$ cat config.mk
export PLATFORM = sky130hd
export DESIGN_NAME = tpf_fnv_step
export DESIGN_NICKNAME = d
export VERILOG_FILES = /design/src/rtl/tpf_pkg.sv /design/src/rtl/tpf_fnv_step.sv
export SDC_FILE = /design/constraint.sdc
export NUM_CORES = 1
export LEC_CHECK = 0
export BUFFER_PORTS_ARGS = -buffer_cell sky130_fd_sc_hd__buf_4
export CAP_MARGIN = 20
export CORE_ASPECT_RATIO = 1.2
export CORE_MARGIN = 2
export CORE_UTILIZATION = 65
export DETAILED_ROUTE_END_ITERATION = 8
export GPL_ROUTABILITY_DRIVEN = 0
export PLACE_DENSITY_LB_ADDON = 0.25
export SLEW_MARGIN = 5
export SYNTH_ARGS = -nofsm -noshare
export SYNTH_HDL_FRONTEND = slang
export SYNTH_SLANG_ARGS = --single-unit
$ cat constraint.sdc
create_clock -name vclk -period 11.2
set_clock_uncertainty 0.15 [all_clocks]
set_input_delay 1.68 -clock vclk [all_inputs]
set_output_delay 1.68 -clock vclk [all_outputs]
set_load 0.02 [all_outputs]
$ cat src/rtl/tpf_pkg.sv
// ----------------------------------------------------------------------------
// Table partition fingerprint package
// Shared types and constants for the fingerprint core and its parts.
// ----------------------------------------------------------------------------
`default_nettype none

package tpf_pkg;

    localparam int MAX_SLOTS = 2048;
    localparam int SLOT_W    = $clog2(MAX_SLOTS);
    localparam int CNT_W     = $clog2(MAX_SLOTS + 1);

    localparam logic [63:0] FNV_BASIS    = 64'hCBF29CE484222325;
    localparam logic [8:0]  FNV_PRIME_LO = 9'h1B3;
    localparam int          FNV_PRIME_SH = 40;
    localparam logic [63:0] HASH_RESET   = 64'h077934407C79A117;
    localparam int          COMMON_SH    = 3;

    typedef logic [0:0] cfg_idx_t;
    localparam cfg_idx_t CFG_IMAGE_BASE    = 1'b0;
    localparam cfg_idx_t CFG_EXPECTED_HASH = 1'b1;

    typedef struct packed {
        logic [63:0] entry_value;
        logic        last_entry;
    } req_t;

    typedef struct packed {
        logic [10:0] first_slot;
        logic        done_res;
        logic [63:0] partition_hash;
        logic        hash_matches;
        logic [11:0] distinct_count;
        logic        common_found;
        logic [31:0] common_offset;
        logic [11:0] common_count;
    } res_t;

    typedef enum logic [8:0] {
        ST_IDLE = 9'b000000001,
        ST_SRD  = 9'b000000010,
        ST_SCMP = 9'b000000100,
        ST_INS  = 9'b000001000,
        ST_HASH = 9'b000010000,
        ST_CRD  = 9'b000100000,
        ST_CCMP = 9'b001000000,
        ST_FIN  = 9'b010000000,
        ST_OUT  = 9'b100000000
    } state_t;

endpackage

`default_nettype wire

$ cat src/rtl/tpf_fnv_step.sv
// ----------------------------------------------------------------------------
// FNV-1a step
// Folds one byte into a 64-bit FNV-1a hash: xor, then multiply by the prime.
// ----------------------------------------------------------------------------
`default_nettype none

module tpf_fnv_step (
    input  wire logic [63:0] hash,
    input  wire logic [7:0]  data,
    output logic      [63:0] result
);

    logic [63:0] mixed;

    // prime = 2^40 + 0x1B3
    always_comb
    begin
        mixed  = hash ^ {56'd0, data};
        result = (mixed << tpf_pkg::FNV_PRIME_SH)
               + (mixed * {55'd0, tpf_pkg::FNV_PRIME_LO});
    end

endmodule

`default_nettype wire

# After elaboration in Yosys (flattened, before gate mapping)
# Index checks and enable logic that the tools add are counted.
op_classes:
  n_addsub: 1
  multipliers: 1
  bitwise_logic: 1
op_table:
  columns: ["cell", "count"]
  rows:
  - ["64-bit adder", 1]
  - ["64-bit by 9-bit multiplier with 64-bit output, second input constant", 1]
  - ["64-bit by 8-bit XOR with 64-bit output", 1]
word_totals:
  register_bits: 0
  inputBits: 72
  output_inout_bits: 64
  wordCells: 3

# Logic depth before layout (Yosys ltp)
# Gate-level depths: netlist of run 1.
logic_depth:
  word_depth: 3
  depth_mapped: 22
  mapped_depth_nobuf: 21

# Least setup slack after synthesis of run 1
# OpenSTA, ideal clock, no wires.
synth_path:
  path_kind: "input to output"
  from: "input data[2]"
  to: "output result[49]"
  arrival_ps: 6737
  required_ps: 9370
  setup_slack_ps: 2633
  stages: 20
  n_path_buf: 0
  path_cell_list: "xnor2_1 inv_1 ha_1 xor2_1 ha_1 or2_2 fa_1 fa_1 ha_1 ha_1 and3_2 a221oi_2 o211a_4 nor3b_4 o21bai_4 a2111oi_4 nor2_2 o21ai_2 a31oi_1 xnor2_1"
synth_between:
  elab_chain_len: 3
synth_lines:
  columns: ["element", "line", "rtl"]
  rows:
  - ["from (decl)", "tpf_fnv_step.sv:9", "input wire logic [7:0] data,"]
  - ["64-bit by 8-bit XOR with 64-bit output (*)", "tpf_fnv_step.sv:18", "mixed = hash ^ {56'd0, data};"]
  - ["64-bit by 9-bit multiplier with 64-bit output", "tpf_fnv_step.sv:20", "+ (mixed * {55'd0, tpf_pkg::FNV_PRIME_LO});"]
  - ["64-bit adder (*)", "tpf_fnv_step.sv:20", null]
  - ["to (decl)", "tpf_fnv_step.sv:10", "output logic [63:0] result"]
# Every way passes the cells marked *; elsewhere a longest branch is shown, timed or not.

# Worst setup path after layout of run 1
layout_path:
  from: "input data[2]"
  to: "output result[60]"
# The elaborated chain is that of the path after synthesis.

==> results.toml, run 1 <==
[clocking]
cts_resized = 0
hold_buffers = 0
postCtsSetupRepairBufs = 0

[drt]
dr.pass1.iters = 4
route.detailed.drc = 0
wire_per_inst_um = 16.8
ant_nets = 0
drt_iter0_drc = 485
vias_per_cell = 5.48
routed-via-count = 9296
finalWirelength_um = 28500

[finish]
n_antenna_cell = 0
stdcell_area_um2 = 13000
clockBufferCount = 0
syn_to_final_growth_pct = 9.47
regArea_um2 = 0
final_net_count = 1951
final_util_pct = 72.3
nFillCells = 1447
seq_cells = 0
drive_above_1_share_pct = 11.6

[setup_path]
critPathCaptureType = "primary output"
critPathLaunchType = "input port"
crit_type = "input port to primary output"
cp.arrival_ns = 7.34
path_max_fanout = 5
required_ns = 9.37

[floorplan]
dieArea_um2 = 19400
initial_utilization_pct = 66.0
rows = 54
dieHeight_um = 152
io_pins = 136
die_w_um = 128
coreArea_um2 = 18000

[synth]
yosysUniqueCellTypes = 64
avgSynthCellArea_um2 = 8.78
synth_area_leaders = "fa_1, ha_1, inv_1"
yosysSeqAreaShare_pct = 0
synth.cell_area_um2 = 11900
synth_top_cell_by_area = "fa_1"
synth.top_cell.area_share_pct = 35.3
yosysMostFrequentCell = "inv_1"
synth_commonest_cells = "inv_1, fa_1, ha_1"
synthesis.nets = 1835
yosysWarnings = 0
syn_inst = 1357

[global_route]
busiest_layer = "met2"
grt_pass1_wl_um = 46500
use_met2_pct = 52.7
gr-usage-all-layers_pct = 29.9
gr-usage-met1_pct = 39.1
grt_pass1_vias = 9706
antenna_found_initial = 0
grt.met3_usage_pct = 2.77
grt_max_degree = 11
grt_overflow = 0

[timing]
fin_crit_ns = 9.17
grt_setup_unrepaired = "false"
worstMarginPinSlew_ns = 0.594
slew_headroom_pct = 60.0
hold_viol_final = 0
hold_ws_ns = 3.76
setup_viol = 0
slew_viol_final = 0
post-route-period-util_pct = 81.9
fin_setup_tns_ns = 0
max_freq_ghz = 0.109

[outcome]
status = "completed"

[job]
maxCapViolations = 0

[placed_design]
placed_area_um2 = 13000
dp_hpwl_um = 26600
portBuffers = 136

[hold_path]
worstHoldPathType = "input port to primary output"
-- through the flow --
step / instances / setup slack [ns]
final: 1695 / 2.03
after global routing: 1695 / 1.74
after CTS: 1695 / 2.09
after detailed placement: 1695 / 2.09
after global placement: 1695 / 2.17
after floorplan: 1357 / 2.63
-- critical path, stage by stage --
cell	delay [ns]
buf_4	0.11
xnor2_1	0.35
inv_1	0.16
ha_1	0.37
xor2_1	0.18
ha_1	0.20
or2_2	0.31
fa_1	0.53
fa_1	0.41
ha_1	0.29
ha_1	0.37
and3_2	0.22
a21boi_2	0.21
o221ai_2	0.19
a31oi_4	0.33
a31oi_4	0.17
a21oi_2	0.25
a21boi_4	0.11
o31ai_4	0.32
a31oi_1	0.17
xnor2_1	0.24
buf_4	0.18
-- final cells by class --
type,count,area [um2],area share [%]
tap,224,280,2.15
inverter,406,1520,11.7
timing repair buffer,136,1020,7.83
multi-input combinational,929,10200,78.3
-- cell families (layout without fill, tap and decap cells) --
family	count (synthesis)	count (layout)	share of synthesized area [%]
xor gates and xnor gates	138	138	10.1
adders and majority gates	406	406	55.9
and+or+nand+nor	169	169	7.11
AOI/OAI and AO/OA	216	216	12.6
buffers and inverters	428	542	14.3
-- layer usage --
metal	share of wire [%]	routed length (um)
met4	3.8	1090
met1	40	11400
met3	5.7	1610
met5	0	0
met2	50	14400
-- layout by cell type (no fill, tap or decap), drive strengths merged, types with 3 or more instances in the layout --
cell type,instances
a211o,3
a21boi,3
a21o,51
a21oi,70
a31oi,12
and2,10
and3,9
buf,136
fa,210
ha,196
inv,406
nand2,58
nand2b,10
nand3,16
nand4,11
nor2,32
nor2b,10
nor3,4
o211ai,7
o21ai,39
o21bai,9
o22ai,4
o31ai,4
xnor2,78
xor2,60
-- path summary, 6_finish.rpt --
kind / cells past startpoint / slack, ns / from / end
worst max-delay path: 22 / 2.03 / data[2] / result[60]
worst min-delay path: 4 / 3.76 / hash[0] / result[0]
Power of run 1 is left out: the tool's default activity adds up to more than one toggle a clock period on the data nets, which glitch-free logic cannot reach.
==> inputs of run 2 (changes only) <==
Settings changed: CORE_UTILIZATION 65 to 57.
Clock period 11.2 ns to 7.6 ns, I/O delays scaled along.
==> run 2 against run 1 <==
Design area grew 9.8%. Global-route usage shrank 2.4 points. Non-clock buffer count rose by 96. Hold slack worse by 1.1 ns. Wire length grew 8.8%. Core utilization decreased by 2.1 points. Sequential cell count did not move. Die area is 14% higher. Sequential share of layout area stayed put. Final cell count rose by 8.1%. First-iteration DRC count rose by 40%. Via count rose by 6.2%. Largest cell class unchanged.
==> results.toml, run 2 (synthesized netlist as in run 1, its figures left out) <==
[outcome]
status = "completed"

[finish]
n_antenna_cell = 0
clockBufferCount = 0
final_cell_mix = "inv_1, buf_4, fa_1, ha_1, xnor2_1"
nFillCells = 1624
multi_input_area_um2 = 10700
final_common_cell = "inv_1"
regArea_um2 = 0
drive_above_1_share_pct = 20.8
seq_cells = 0
syn_to_final_growth_pct = 20.2
final_net_count = 2047

[global_route]
grt_pass1_vias = 9879
grt_max_degree = 10
gr-usage-all-layers_pct = 27.6
antenna_found_initial = 0
grt_overflow = 0
grt_pass1_wl_um = 48200

[setup_path]
crit_end = "result[62]"
critPathLaunch = "data[7]"
cp.arrival_ns = 6.22
crit_path_top_delay_cell = "fa_1"
critPathCaptureType = "primary output"
critPathLaunchType = "input port"
required_ns = 6.31
crit_type = "input port to primary output"
path_max_fanout = 5
crit_chain = "buf_4 -> xor2_4 -> ha_4 -> xor2_1 -> ha_1 -> a21o_1 -> fa_1 -> inv_1 -> fa_1 -> inv_1 -> ha_1 -> ha_1 -> buf_4 -> or3_1 -> o211ai_1 -> a31oi_4 -> a31oi_4 -> a211oi_2 -> o31ai_2 -> a21oi_2 -> a21oi_2 -> xnor2_1 -> buf_4"
slowest_delay_ns = 0.52

[timing]
post-route-period-util_pct = 98.8
hold_viol_final = 0
setup_viol = 0
setup_ws_ns = 0.0887
slew_viol_final = 0
worstMarginPinSlew_ns = 0.572
fin_crit_ns = 7.51
slew_headroom_pct = 61.5
max_freq_ghz = 0.133

[drt]
ant_nets = 0
routed-via-count = 9875
finalWirelength_um = 31000
vias_per_cell = 5.39
dr.pass1.iters = 7
wire_per_inst_um = 16.9
drt_iter0_drc = 679
route.detailed.drc = 0

[placed_design]
portBuffers = 136
dp_slack_ns = -0.197
dp_hpwl_um = 27600

[floorplan]
dieHeight_um = 162
io_pins = 136
coreArea_um2 = 20400
initial_utilization_pct = 58.4
die_w_um = 136
rows = 57
dieArea_um2 = 22100

[clocking]
hold_buffers = 0

[job]
maxCapViolations = 0

[hold_path]
worstHoldPathType = "input port to primary output"
==> run 2: per-stage QoR <==
step / TNS (ns) / hold WS (ns) / area, um2 / cells / util [%]
2_1_floorplan: 0 / 2.41 / 11900 / 1357 / -
3_3_place_gp: -0.450 / 2.65 / 13700 / 1822 / 67.3
3_5_place_dp: -1.54 / 2.67 / 13700 / 1822 / 67.3
4_1_cts: -0.00174 / 2.67 / 13900 / 1823 / 67.9
5_1_grt: -0.424 / 2.68 / 14300 / 1832 / 70.2
6_report: 0 / 2.65 / 14300 / 1832 / 70.2
==> run 2: cell type report <==
type,count,share of cell area [%]
Tap cell,265,2.32
Inverter,406,10.6
Timing Repair Buffer,232,12.2
Multi-Input combinational cell,929,74.9
==> run 2: worst min-delay path by stage <==
stage / startpoint / to / slack (ns) / cells after the start
finish: data[0] / result[0] / 2.65 / 5
global route: hash[0] / result[0] / 2.68 / 5
CTS: hash[0] / result[0] / 2.67 / 5
detailed placement: hash[0] / result[0] / 2.67 / 5
global placement: hash[0] / result[0] / 2.65 / 5
floorplan: hash[0] / result[0] / 2.41 / 2
==> run 2: per-layer routing <==
metal	global-route usage, %	part of all wire, %	vias up
li1	-	-	4613
met1	38.5	41	4853
met2	48.6	51	353
met3	1.18	5.3	56
met4	4.36	2.5	0
met5	0	0	-
==> run 2: critical path, delay by kind of cell <==
family	cells	cell delay, ns
AO/OA/AOI/OAI	8	1.65
XOR/XNOR	3	0.53
adder cells (fa/ha/maj)	6	1.98
buffers and inverters	5	0.57
AND/OR/NAND/NOR	1	0.34
==> run 2: timing repair <==
item | CTS | global route
gates resized for setup | 16 | 64
pin swaps | 5 | 36
buffers inserted | 1 | 9
hold endpoints to repair | 0 | 0
setup endpoints to repair | 19 | 22
Power of run 2 is left out for the same reason.
==> inputs of run 3 (changes only) <==
Settings changed: CORE_UTILIZATION 57 to 65, GPL_ROUTABILITY_DRIVEN 0 to 1.
Clock period 7.6 ns to 9.2 ns, I/O delays scaled along.
==> run 3 against run 2 <==
Final cell count shrank 7.5%. Non-clock buffer count shrank 96. Critical path type unchanged. Critical path depth shrank 1. Hold slack gained 0.57 ns. Setup slack gained 0.37 ns. Critical endpoint is now result[49]. Count of clock-buffer cells in the layout is the same. Via count shrank 5.6%.
==> results.toml, run 3 (synthesized netlist as in run 1, its figures left out) <==
[finish]
final_net_count = 1951
final_common_cell = "inv_1"
syn_to_final_growth_pct = 9.47
final_cell_mix = "inv_1, fa_1, ha_1, buf_4, xnor2_1"
clockBufferCount = 0
n_antenna_cell = 0
regArea_um2 = 0
seq_cells = 0
drive_above_1_share_pct = 11.6
multi_input_area_um2 = 10200
nFillCells = 1441

[setup_path]
path_max_fanout = 5
required_ns = 7.67
critPathLaunchType = "input port"
crit_type = "input port to primary output"
critPathCaptureType = "primary output"
cp.arrival_ns = 7.21
critPathLaunch = "data[2]"

[global_route]
grt_pass1_wl_um = 47800
grt_pass1_vias = 9846
grt_overflow = 0
gr-usage-all-layers_pct = 31.0
antenna_found_initial = 0
grt_max_degree = 11

[timing]
max_freq_ghz = 0.114
grt_setup_unrepaired = "false"
fin_setup_tns_ns = 0
fin_crit_ns = 8.74
slew_viol_final = 0
post-route-period-util_pct = 95.0
hold_viol_final = 0
setup_viol = 0
worstMarginPinSlew_ns = 0.566
hold_ws_ns = 3.22
slew_headroom_pct = 62.0

[hold_path]
hold_end = "result[0]"
worstHoldPathType = "input port to primary output"
hold_path_depth = 4
min_from = "hash[0]"

[placed_design]
dp_hpwl_um = 27500
gp_congestion = 1.09
portBuffers = 136

[drt]
route.detailed.drc = 0
ant_nets = 0
dr.pass1.iters = 5
drt_iter0_drc = 529
finalWirelength_um = 29500
vias_per_cell = 5.50
wire_per_inst_um = 17.4
routed-via-count = 9324

[outcome]
status = "completed"

[floorplan]
dieArea_um2 = 19400
initial_utilization_pct = 66.0
dieHeight_um = 152
io_pins = 136
die_w_um = 128
coreArea_um2 = 18000
rows = 54

[job]
maxCapViolations = 0

[clocking]
cts_resized = 0
postCtsSetupRepairBufs = 0
hold_buffers = 0
[run 3: final cells by class]
class | instances | area share [%]
multi-input cells | 929 | 78.3
inverters | 406 | 11.7
repair buffers | 136 | 7.83
well taps | 224 | 2.15
[run 3: worst max-delay path, cell delays in order]
cell and delay [ns]:
buf_4 0.11, xnor2_1 0.42, inv_1 0.17, ha_1 0.38, xor2_1 0.18, ha_1 0.20
or2_2 0.31, fa_1 0.53, fa_1 0.41, ha_1 0.28, ha_1 0.37, and3_2 0.23
a221oi_2 0.08, o211a_4 0.29, nor3b_4 0.35, o21bai_4 0.11, a2111oi_4 0.45, nor2_2 0.10
o21ai_2 0.20, a31oi_1 0.13, xnor2_1 0.30, buf_4 0.21
[run 3: worst max path at each step]
stage	to	slack [ns]	depth (start not counted)
final	result[49]	0.46	22
after global routing	result[49]	0.18	22
after CTS	result[49]	0.49	22
after detailed placement	result[49]	0.49	22
after global placement	result[49]	0.63	22
after floorplan	result[49]	1.23	20
[run 3: through the flow]
| step | setup slack [ns] | cell area (um2) | utilization, % | std cells |
|---|---|---|---|---|
| final | 0.463 | 13000 | 72.3 | 1695 |
| after global routing | 0.180 | 13000 | 72.3 | 1695 |
| after detailed placement | 0.489 | 13000 | 72.3 | 1695 |
| after global placement | 0.630 | 13000 | 72.3 | 1695 |
| after floorplan | 1.23 | 11900 | - | 1357 |
| after CTS | 0.489 | 13000 | 72.3 | 1695 |
[run 3: routing by layer]
| layer | part of all wire (%) | vias to the layer above | routed length [um] | global-route usage, % |
|---|---|---|---|---|
| li1 | - | 4433 | - | - |
| met5 | 0 | - | 0 | 0 |
| met2 | 52 | 284 | 15200 | 55.5 |
| met3 | 4.9 | 54 | 1450 | 2.98 |
| met4 | 3.5 | 0 | 1020 | 8.63 |
| met1 | 40 | 4553 | 11800 | 39.8 |
Power of run 3 is left out for the same reason.
