==> src/rtl/tpf_ram.sv <==
// ----------------------------------------------------------------------------
// Generic RAM
// One write port, one read port with registered read data.
// ----------------------------------------------------------------------------
`default_nettype none

module tpf_ram #(
    parameter int WIDTH = 8,
    parameter int DEPTH = 16
) (
    input  wire logic                     clk,
    input  wire logic                     we,
    input  wire logic [$clog2(DEPTH)-1:0] waddr,
    input  wire logic [WIDTH-1:0]         wdata,
    input  wire logic [$clog2(DEPTH)-1:0] raddr,
    output logic      [WIDTH-1:0]         rdata
);

    logic [WIDTH-1:0] mem [DEPTH];

    always_ff @(posedge clk)
    begin
        if (we)
        begin
            mem[waddr] <= wdata;
        end
        rdata <= mem[raddr];
    end

endmodule

`default_nettype wire

==> config.mk <==
export PLATFORM = sky130hd
export DESIGN_NAME = tpf_ram
export DESIGN_NICKNAME = d
export VERILOG_FILES = /design/src/rtl/tpf_ram.sv
export SDC_FILE = /design/constraint.sdc
export NUM_CORES = 1
export LEC_CHECK = 0
export ABC_AREA = 0
export ABC_CLOCK_PERIOD_IN_PS = 5530
export BUFFER_PORTS_ARGS = -buffer_cell sky130_fd_sc_hd__buf_2
export CAP_MARGIN = 20
export CORE_UTILIZATION = 53
export DETAILED_ROUTE_END_ITERATION = 10
export GPL_TIMING_DRIVEN = 1
export HOLD_SLACK_MARGIN = 0.1
export PLACE_DENSITY = 0.68
export SLEW_MARGIN = 20
export SYNTH_ARGS = -nofsm -noshare
export SYNTH_HDL_FRONTEND = slang
export SYNTH_SLANG_ARGS = --single-unit
==> constraint.sdc <==
create_clock -name clk -period 5.53 [get_ports clk]
set_clock_uncertainty 0.2 [all_clocks]
set_input_delay 1.659 -clock clk [delete_from_list [all_inputs] [get_ports clk]]
set_output_delay 1.659 -clock clk [all_outputs]
set_load 0.005 [all_outputs]
# [Word level (Yosys, flattened, before mapping)]
# Memory sizes are Yosys's and may differ from the RTL's. A register that Yosys moved wholly into a read port is not among the register bits.
# Index checks and enable logic that the tools add are counted.
[word_totals] regBits=0 ramBits=128 inputBits=18 output_inout_bits=8 n_memories=1
[op_classes] muxes=2
[mem_list] name="mem" words=16 width=8 rd=1 rd_clocked_by_memory_dff=1 write_ports=1 line="19" rtl="logic [WIDTH-1:0] mem [DEPTH];"
[ops] op="two-way mux 1 bit" n=2

# [Depth between registers and ports, before layout]
# Gate-level depths: netlist of the first run.
[depth] depth_word=2 mapped_depth=5

# [Worst setup path after synthesis of the first run]
# OpenSTA, ideal clock, no wires.
[synth_timing] path_type="input to register" from="input port waddr[2]" to="memory mem[0][0] (enable)" arrival_time_ps=2769 setup_slack_ps=2178 path_stages=2 path_buffers=0 cell_sequence="or3b_2 -> nor3_1"
[synth_lines] item="from (decl)" line="13" rtl="input wire logic [$clog2(DEPTH)-1:0] waddr,"
[synth_lines] item="to (decl)" line="19"
# Straight into the memory's write port.

==> results of run 1 <==
[routing by layer]
layer  up-vias  track usage, %  routed length [um]
met2        76           33.14                4842
met1      1204           30.12                4204
li1       1045               -                   -
met4         0           9.142                 147
met3        10           5.479                 469
met5         -               0                   0
[final cells by class]
class	count	area share [%]
tap	129	2.704
clock inverter	14	2.935
multi-input combinational	83	17.80
sequential	136	67.09
clock buffer	18	7.002
timing repair buffer	28	2.474
[cell families after synthesis]
family	share of synthesized area, %
multiplexers	15.02
AND/OR/NAND/NOR	3.184
flip-flops	77.78
AO/OA/AOI/OAI	2.334
buffers and inverters	1.677
[power by group through the flow]
stage / clock (mW) / sequential, mW / combinational (mW)
floorplan: 0 / 1.18 / 0.0585
global route: 1.17 / 1.16 / 0.107
CTS: 1.12 / 1.16 / 0.101
finish: 1.12 / 1.16 / 0.0984
global placement: 0 / 1.18 / 0.0977
detailed placement: 0 / 1.18 / 0.100
[state kept, by name, summed over array words and instances, names as in the netlist]
signal,cells
mem,128
rdata,8
[synth_stat cells (3+ instances only)]
cell             count  area (um^2)
buf_2                3        15.01
mux4_1              14        367.9
nand2_1              9        33.78
clkdlybuf4s25_2      3        30.03
edfxtp_1           128         3844
dfxtp_1              8        160.2
mux4_2              18        405.4
nor3_1               4        20.02
nor2_1              13        48.80
a22oi_1             16        120.1
buf_6                3        33.78
[critical path, cell delays in order]
cell and delay (ns):
buf_2 0.79, mux4_1 0.66, a22oi_1 0.30, nand2_1 0.08
[how the worst min path moves through the flow]
| stage | start | end | slack, ns | cells past startpoint |
|---|---|---|---|---|
| finish | mem[14][7]$_DFFE_PP_ | rdata[7]$_DFF_P_ | 0.47 | 3 |
| global route | mem[14][7]$_DFFE_PP_ | rdata[7]$_DFF_P_ | 0.52 | 3 |
| CTS | mem[14][7]$_DFFE_PP_ | rdata[7]$_DFF_P_ | 0.48 | 3 |
| detailed placement | mem[15][1]$_DFFE_PP_ | rdata[1]$_DFF_P_ | 0.46 | 3 |
| global placement | mem[11][2]$_DFFE_PP_ | rdata[2]$_DFF_P_ | 0.46 | 3 |
| floorplan | mem[7][0]$_DFFE_PP_ | rdata[0]$_DFF_P_ | 0.43 | 3 |
[layout by cell type (no fill, tap or decap)]
master,n
nand2_1,9
inv_6,2
nor3_1,3
a22oi_1,16
or3b_2,1
clkbuf_1,1
clkbuf_8,1
nor2_1,13
buf_2,25
and2_1,1
edfxtp_1,128
clkbuf_16,16
buf_4,3
nand2b_1,2
clkinvlp_4,3
clkinv_2,2
nor2b_1,1
nand3b_1,2
nor3_2,1
mux4_2,18
and2b_1,1
nand3_1,1
mux4_1,14
clkinv_4,4
dfxtp_1,8
bufinv_16,3
[stage by stage]
step | power, mW | worst slack, ns | instances | util, % | hold slack, ns
after global routing | 2.442 | 2.130 | 408 | 63.98 | 0.5166
after global placement | 1.279 | 1.615 | 376 | 57.57 | 0.4578
final | 2.374 | 2.221 | 408 | 63.98 | 0.4737
after floorplan | 1.238 | 2.178 | 229 | - | 0.4293
after detailed placement | 1.282 | 1.632 | 376 | 57.63 | 0.4634
after CTS | 2.385 | 2.170 | 408 | 63.98 | 0.4771
==> metrics.md, run 1 <==
| Metric | Value |
|---|---|
| Outcome | `finished clean` |
| Clock sink count | `around 140` |
| Layout cells sized above 1 | `roughly 28%` |
| Synth warn | `0` |
| Die X | `100.6 um` |
| Slew @ Worst Pin | `around 1.1 ns` |
| Post-cts sizing count | `0` |
| TNS Setup | `0 ns` |
| Comb power frac | `4.1%` |
| R2R Setup Slk | `a little under 4 ns` |
| Seq cells post-synth | `~140` |
| Worst EP arrival | `3.50 ns` |
| Peak supply drop | `roughly 0.29 mV` |
| Worst hold path class | `reg -> reg` |
| Die ar. | `between 0.01 and 0.015 mm^2` |
| Final period utilization | `between 50% and 60%` |
| Core Region | `0.009328 mm^2` |
| Clock insertion delay at the later pin of the skew report | `just over 0.5 ns` |
| DRC Markers | `0` |
| Largest net degree at the start of global routing | `33` |
| Critical path startpoint | `raddr[0]` |
| Sequential area share after synthesis | `a little under 80%` |
| Top Ports | `26` |
| Post-DP Area | `approximately 0.0054 mm^2` |
| Synth Flop Type | `edfxtp_1` |
| Port bufs | `25` |
| Max cap viols | `0` |
| Initial antenna violation count | `0` |
| Vias | `around 2300` |
| Crit Path Max Fanout | `32` |
| Post-synth EDFFs | `approximately 130` |
| First-pass GRT wire length | `14610 um` |
| Footprint of the multi-input gates | `between 0.001 and 0.0015 mm^2` |
| Aggregate global routing overflow | `0` |
| Hold buffers post-CTS | `0` |
| Hold Fails Final Rpt | `0` |
| FF-to-FF End | `rdata[2]$_DFF_P_` |
| RSZ-0062 raised after global routing | `no` |
| Internal | `~1.9 mW` |
| Clock Path Buffers | `2` |
| Post-Synthesis Cells | `roughly 230` |
| # rows | `35` |
| Setup crit end kind | `flip-flop` |
| # diodes | `0` |
| Crit path to | `rdata[0]$_DFF_P_` |
| Dpl hpwl | `approximately 5700 um` |
| Post-Syn Nets | `approximately 250` |
| CTS tree | `done` |
| DRT Wirelength | `between 9000 and 10000 um` |
| R2R cell count | `3` |
| Post-CTS Setup Repair Bufs | `0` |
| FF-to-FF Start | `mem[2][2]$_DFFE_PP_` |
| Seq pwr share | `48.9%` |
| LEAKAGE | `around 2 nW` |
| Headroom to the max-slew limit | `roughly 30%` |
| Synthesized area per cell | `approximately 22 um^2` |
| Fill cells | `626` |
| CP Class | `in -> reg` |
| Fmax | `just over 0.3 GHz` |
| TritonCTS Buffers | `17` |
| Routed Antenna Nets | `0` |
| Startpoint types | `input port` |
| Mapped cell area | `0.005147 mm^2` |
| Starting Density | `roughly 55%` |
| DRT Pass-1 Iters | `4` |
| GPL Wtd Cong | `between 0.6 and 0.7` |
| Required time of the critical path | `between 5 and 6 ns` |
| Vias/cell | `around 5.7` |
| Fin crit period | `between 3 and 4 ns` |
| Finished Cell Area | `between 0.005 and 0.006 mm^2` |
| Seq. cell area | `about 0.0040 mm^2` |
| GRT Resource Usage Total | `~22%` |
| Net Sw Power | `slightly below 0.5 mW` |
| Worst-path clk slew | `approximately 0.06 ns` |
| Max-slew violation count | `0` |
| PwrDens | `roughly 400 mW/mm^2` |
| Synth async-reset ratio | `0%` |
| Area added between synthesis and finish | `15.95%` |
| H-tree depth | `4` |
| CTS root buf | `clkbuf_8` |
| Layout Nets | `284` |
| Netlist cell types | `19` |
| Final setup vio count | `0` |
| Sw Share | `between 20% and 30%` |
| Clock share of power | `between 40% and 50%` |
| Vias in the first global route | `around 2400` |
| Initial DRC count | `roughly 170` |
| Die Height | `between 100 and 150 um` |
| WL per Instance | `roughly 24 um` |
No activity file was read; power rests on OpenSTA's default activity.
==> run 2, diff against run 1 <==
- ABC_AREA: 0 -> 1
- ABC_CLOCK_PERIOD_IN_PS: 5530 -> 3100
- PLACE_DENSITY: 0.68 -> 0.67
- clock period: 5.53 -> 3.1 ns (I/O delays scaled with it)
==> run 2 against run 1 <==
Compared with the run above: clock power increased by 77%; sequential share of layout area fell by 5.9 points; register-to-register slack got worse by 2.1 ns; die area rose by 12%; largest cell class unchanged; highest routed layer unchanged.
==> metrics.md, run 2 <==
| Metric | Value |
|---|---|
| Outcome | `finished clean (unchanged)` |
| Clock sink count | `136 (unchanged)` |
| WL met2 | `6167 um (was 4842 um)` |
| Crit Path Max Fanout | `1 (was 32)` |
| Initial DRC count | `292 (was 174)` |
| DRT Pass-1 Iters | `5 (was 4)` |
| Largest register FFs | `128 (unchanged)` |
| Synth async-reset ratio | `0% (unchanged)` |
| Post-Synth XOR/XNOR Area | `0% (unchanged)` |
| CTS tree | `done (unchanged)` |
| Clock Path Buffers | `2 (unchanged)` |
| Worst-path cell chain | `buf_2 (was buf_2, mux4_1, a22oi_1, nand2_1)` |
| Slew @ Worst Pin | `0.7435 ns (was 1.061 ns)` |
| Required time of the critical path | `1.97 ns (was 5.72 ns)` |
| Clock insertion delay at the later pin of the skew report | `0.53 ns (was 0.51 ns)` |
| Largest family of logic cells by synthesized area | `simple AND/OR/NAND/NOR gates (was multiplexers)` |
| Layout Nets | `596 (was 284)` |
| Post-Synthesis Cells | `551 (was 229)` |
| Routed Antenna Nets | `0 (unchanged)` |
| Metal3 WL | `650 um (was 469 um)` |
| Area added between synthesis and finish | `13.50% (was 15.95%)` |
| Aggregate global routing overflow | `0 (unchanged)` |
| Synth Area in Adders | `0% (unchanged)` |
| Synthesized area per cell | `10.47 um^2 (was 22.48 um^2)` |
| Die Height | `106.3 um (was 100.6 um)` |
| Core Region | `0.01042 mm^2 (was 0.009328 mm^2)` |
| Most common cell after layout, fill and taps aside | `nand2_1 (was edfxtp_1)` |
| Biggest regs | `mem: 128 flops, rdata: 8 flops (unchanged)` |
| RSZ-0062 raised after global routing | `no (unchanged)` |
| Max-slew violation count | `0 (unchanged)` |
| Max Used Layer | `met4 (unchanged)` |
| Post-CTS Setup Repair Bufs | `0 (unchanged)` |
| Largest net degree at the start of global routing | `65 (was 33)` |
| CTS root buf | `clkbuf_8 (unchanged)` |
| Post-synth top area share | `66.65% (was 74.67%)` |
| DRT met1 WL | `5442 um (was 4204 um)` |
| Reg with most FFs | `mem (unchanged)` |
| Starting Density | `55.36% (was 55.18%)` |
| Most frequent cells in the layout | `nand2_1, edfxtp_1, inv_1 (was edfxtp_1, buf_2, mux4_2)` |
| GPL Wtd Cong | `0.8990 (was 0.6987)` |
| Netlist cell types | `12 (was 19)` |
| GRT Resource Usage Total | `25.09% (was 21.66%)` |
| Yosys top cell by area | `edfxtp_1 (unchanged)` |
| CP Class | `reg -> out (was in -> reg)` |
| Synth warn | `0 (unchanged)` |
| Top Ports | `26 (unchanged)` |
| Vias/cell | `5.173 (was 5.723)` |
| Worst Hold Endpoint | `rdata[1]$_DFF_P_ (was rdata[7]$_DFF_P_)` |
| Layout cells sized above 1 | `10.32% (was 28.32%)` |
| Max cap viols | `0 (unchanged)` |
| Final setup vio count | `0 (unchanged)` |
| Post-synth EDFFs | `128 (unchanged)` |
| Top cells by count, synth | `nand2_1, edfxtp_1, inv_1 (was edfxtp_1, mux4_2, a22oi_1)` |
| Finished Cell Area | `0.006545 mm^2 (was 0.005968 mm^2)` |
| Worst-path clk slew | `0.06 ns (about the same)` |
| Synth Flop Type | `edfxtp_1 (unchanged)` |
| Crit path buf inv count | `1 (unchanged)` |
| Seq cells post-synth | `136 (unchanged)` |
| Post-DP Area | `0.005961 mm^2 (was 0.005375 mm^2)` |
| # rows | `37 (was 35)` |
| Hold depth | `6 (was 3)` |
| Hold buffers post-CTS | `0 (unchanged)` |
| R2R Setup Slk | `1.85 ns (was 3.96 ns)` |
| Simple-gate share of the synthesized area | `21.05% (was 3.184%)` |
| Vias | `3761 (was 2335)` |
| TritonCTS Buffers | `17 (unchanged)` |
| R2R cell count | `6 (was 3)` |
| Worst EP arrival | `1.01 ns (was 3.50 ns)` |
| Vias in the first global route | `3869 (was 2448)` |
| Worst hold path class | `reg -> reg (unchanged)` |
| Initial antenna violation count | `0 (unchanged)` |
| Port bufs | `25 (unchanged)` |
| Sequential area share after synthesis | `69.43% (was 77.78%)` |
| Hold Fails Final Rpt | `0 (unchanged)` |
| Headroom to the max-slew limit | `50.25% (was 29.26%)` |
| FF-to-FF End | `rdata[5]$_DFF_P_ (was rdata[2]$_DFF_P_)` |
| CP max-delay cell | `dfxtp_1 (was buf_2)` |
| Compound-Gate Fraction of Synth Area | `0% (was 2.333%)` |
| Mapped cell area | `0.005767 mm^2 (was 0.005147 mm^2)` |
| Mux contribution to synthesized area | `0% (was 15.02%)` |
| Die X | `106.3 um (was 100.6 um)` |
| Critical path's top delay family | `flip-flops (was buffers and inverters)` |
| LEAKAGE | `2.834 nW (was 1.993 nW)` |
| Hold_sp | `mem[13][1]$_DFFE_PP_ (was mem[14][7]$_DFFE_PP_)` |
| WL per Instance | `17.29 um (was 23.68 um)` |
| DRT Wirelength | `12570 um (was 9663 um)` |
| TNS Setup | `0 ns (unchanged)` |
| Fin crit period | `2.140 ns` |
| Startpoint types | `flip-flop (was input port)` |
| Fmax | `~0.47 GHz` |
| Die ar. | `0.01130 mm^2 (was 0.01011 mm^2)` |
| Post-cts sizing count | `0 (unchanged)` |
| # diodes | `0 (unchanged)` |
| Post-Syn Nets | `569 (was 247)` |
| Final period utilization | `about 69%` |
| FF-to-FF Start | `mem[1][5]$_DFFE_PP_ (was mem[2][2]$_DFFE_PP_)` |
| PwrDens | `654.8 mW/mm^2 (was 397.7 mW/mm^2)` |
| H-tree depth | `4 (unchanged)` |
| Setup crit end kind | `primary output (was flip-flop)` |
| CP peak stage delay | `0.36 ns (was 0.79 ns)` |
| Most common cell in the netlist | `nand2_1 (was edfxtp_1)` |
| Area contributors post-synth | `edfxtp_1, nand2_1, nand3_1 (was edfxtp_1, mux4_2, mux4_1)` |
| Dpl hpwl | `7844 um (was 5720 um)` |
| First-pass GRT wire length | `20330 um (was 14610 um)` |
| DRC Markers | `0 (unchanged)` |
| Peak supply drop | `0.3603 mV (was 0.2853 mV)` |
## run 2: changes by cell type in the layout (fill, tap and decap cells not counted), sizes merged, moves of 6 or more
cell,change
nand2,+164
clkbuf,+6
inv,+100
mux4,-32
a22oi,-16
nand3,+96
## run 2: cell families (layout without fill, tap and decap cells)
| logic type | Yosys count | after routing |
|---|---|---|
| buf+inv | 126 | 166 |
| flops | 136 | 136 |
| simple gates | 289 | 289 |
## run 2: how the worst max path moves through the flow
stage	from	end	slack [ns]	cells past startpoint
final	rdata[2]$_DFF_P_	rdata[2]	0.96	1
after global routing	rdata[2]$_DFF_P_	rdata[2]	0.93	1
after CTS	rdata[2]$_DFF_P_	rdata[2]	0.94	1
after detailed placement	waddr[2]	mem[11][6]$_DFFE_PP_	0.60	3
after global placement	waddr[2]	mem[8][6]$_DFFE_PP_	0.60	3
after floorplan	waddr[2]	mem[10][0]$_DFFE_PP_	1.02	2
## run 2: per-layer routing
| metal | vias to the layer above | GRT usage, % |
|---|---|---|
| met5 | - | 0 |
| met3 | 25 | 5.457 |
| met4 | 0 | 10.81 |
| li1 | 1824 | - |
| met2 | 109 | 39.47 |
| met1 | 1803 | 33.80 |
## run 2: power by group
group	internal, mW	switching (mW)	total [mW]
sequential	2.06	0.0127	2.07
clock	1.27	0.709	1.98
combinational	0.0685	0.172	0.240
total	3.39	0.894	4.29
## run 2: cell type report
cell class / instances / area, um^2
Sequential cell: 136 / 4004
Tap cell: 136 / 170.2
Fill cell: 829 / 3871
Clock inverter: 8 / 123.9
Clock buffer: 24 / 460.4
Inverter: 102 / 382.9
Multi-Input combinational cell: 289 / 1214
Timing Repair Buffer: 32 / 190.2
## run 2: per-stage QoR
stage	setup slack [ns]	power (mW)	cells	util [%]	hold slack, ns
after detailed placement	0.6024	2.348	695	57.23	0.4578
after global routing	0.9329	4.404	727	62.83	0.5484
after global placement	0.5991	2.344	695	57.23	0.4484
final	0.9599	4.285	727	62.83	0.4780
after CTS	0.9409	4.308	727	62.83	0.4816
after floorplan	1.019	2.250	551	-	0.4074
## run 2: tightest hold or removal path: cells and delay by family, from the launching register on
family           cells  cell delay [ns]
flip-flops           1             0.32
AND/OR/NAND/NOR      6             0.32
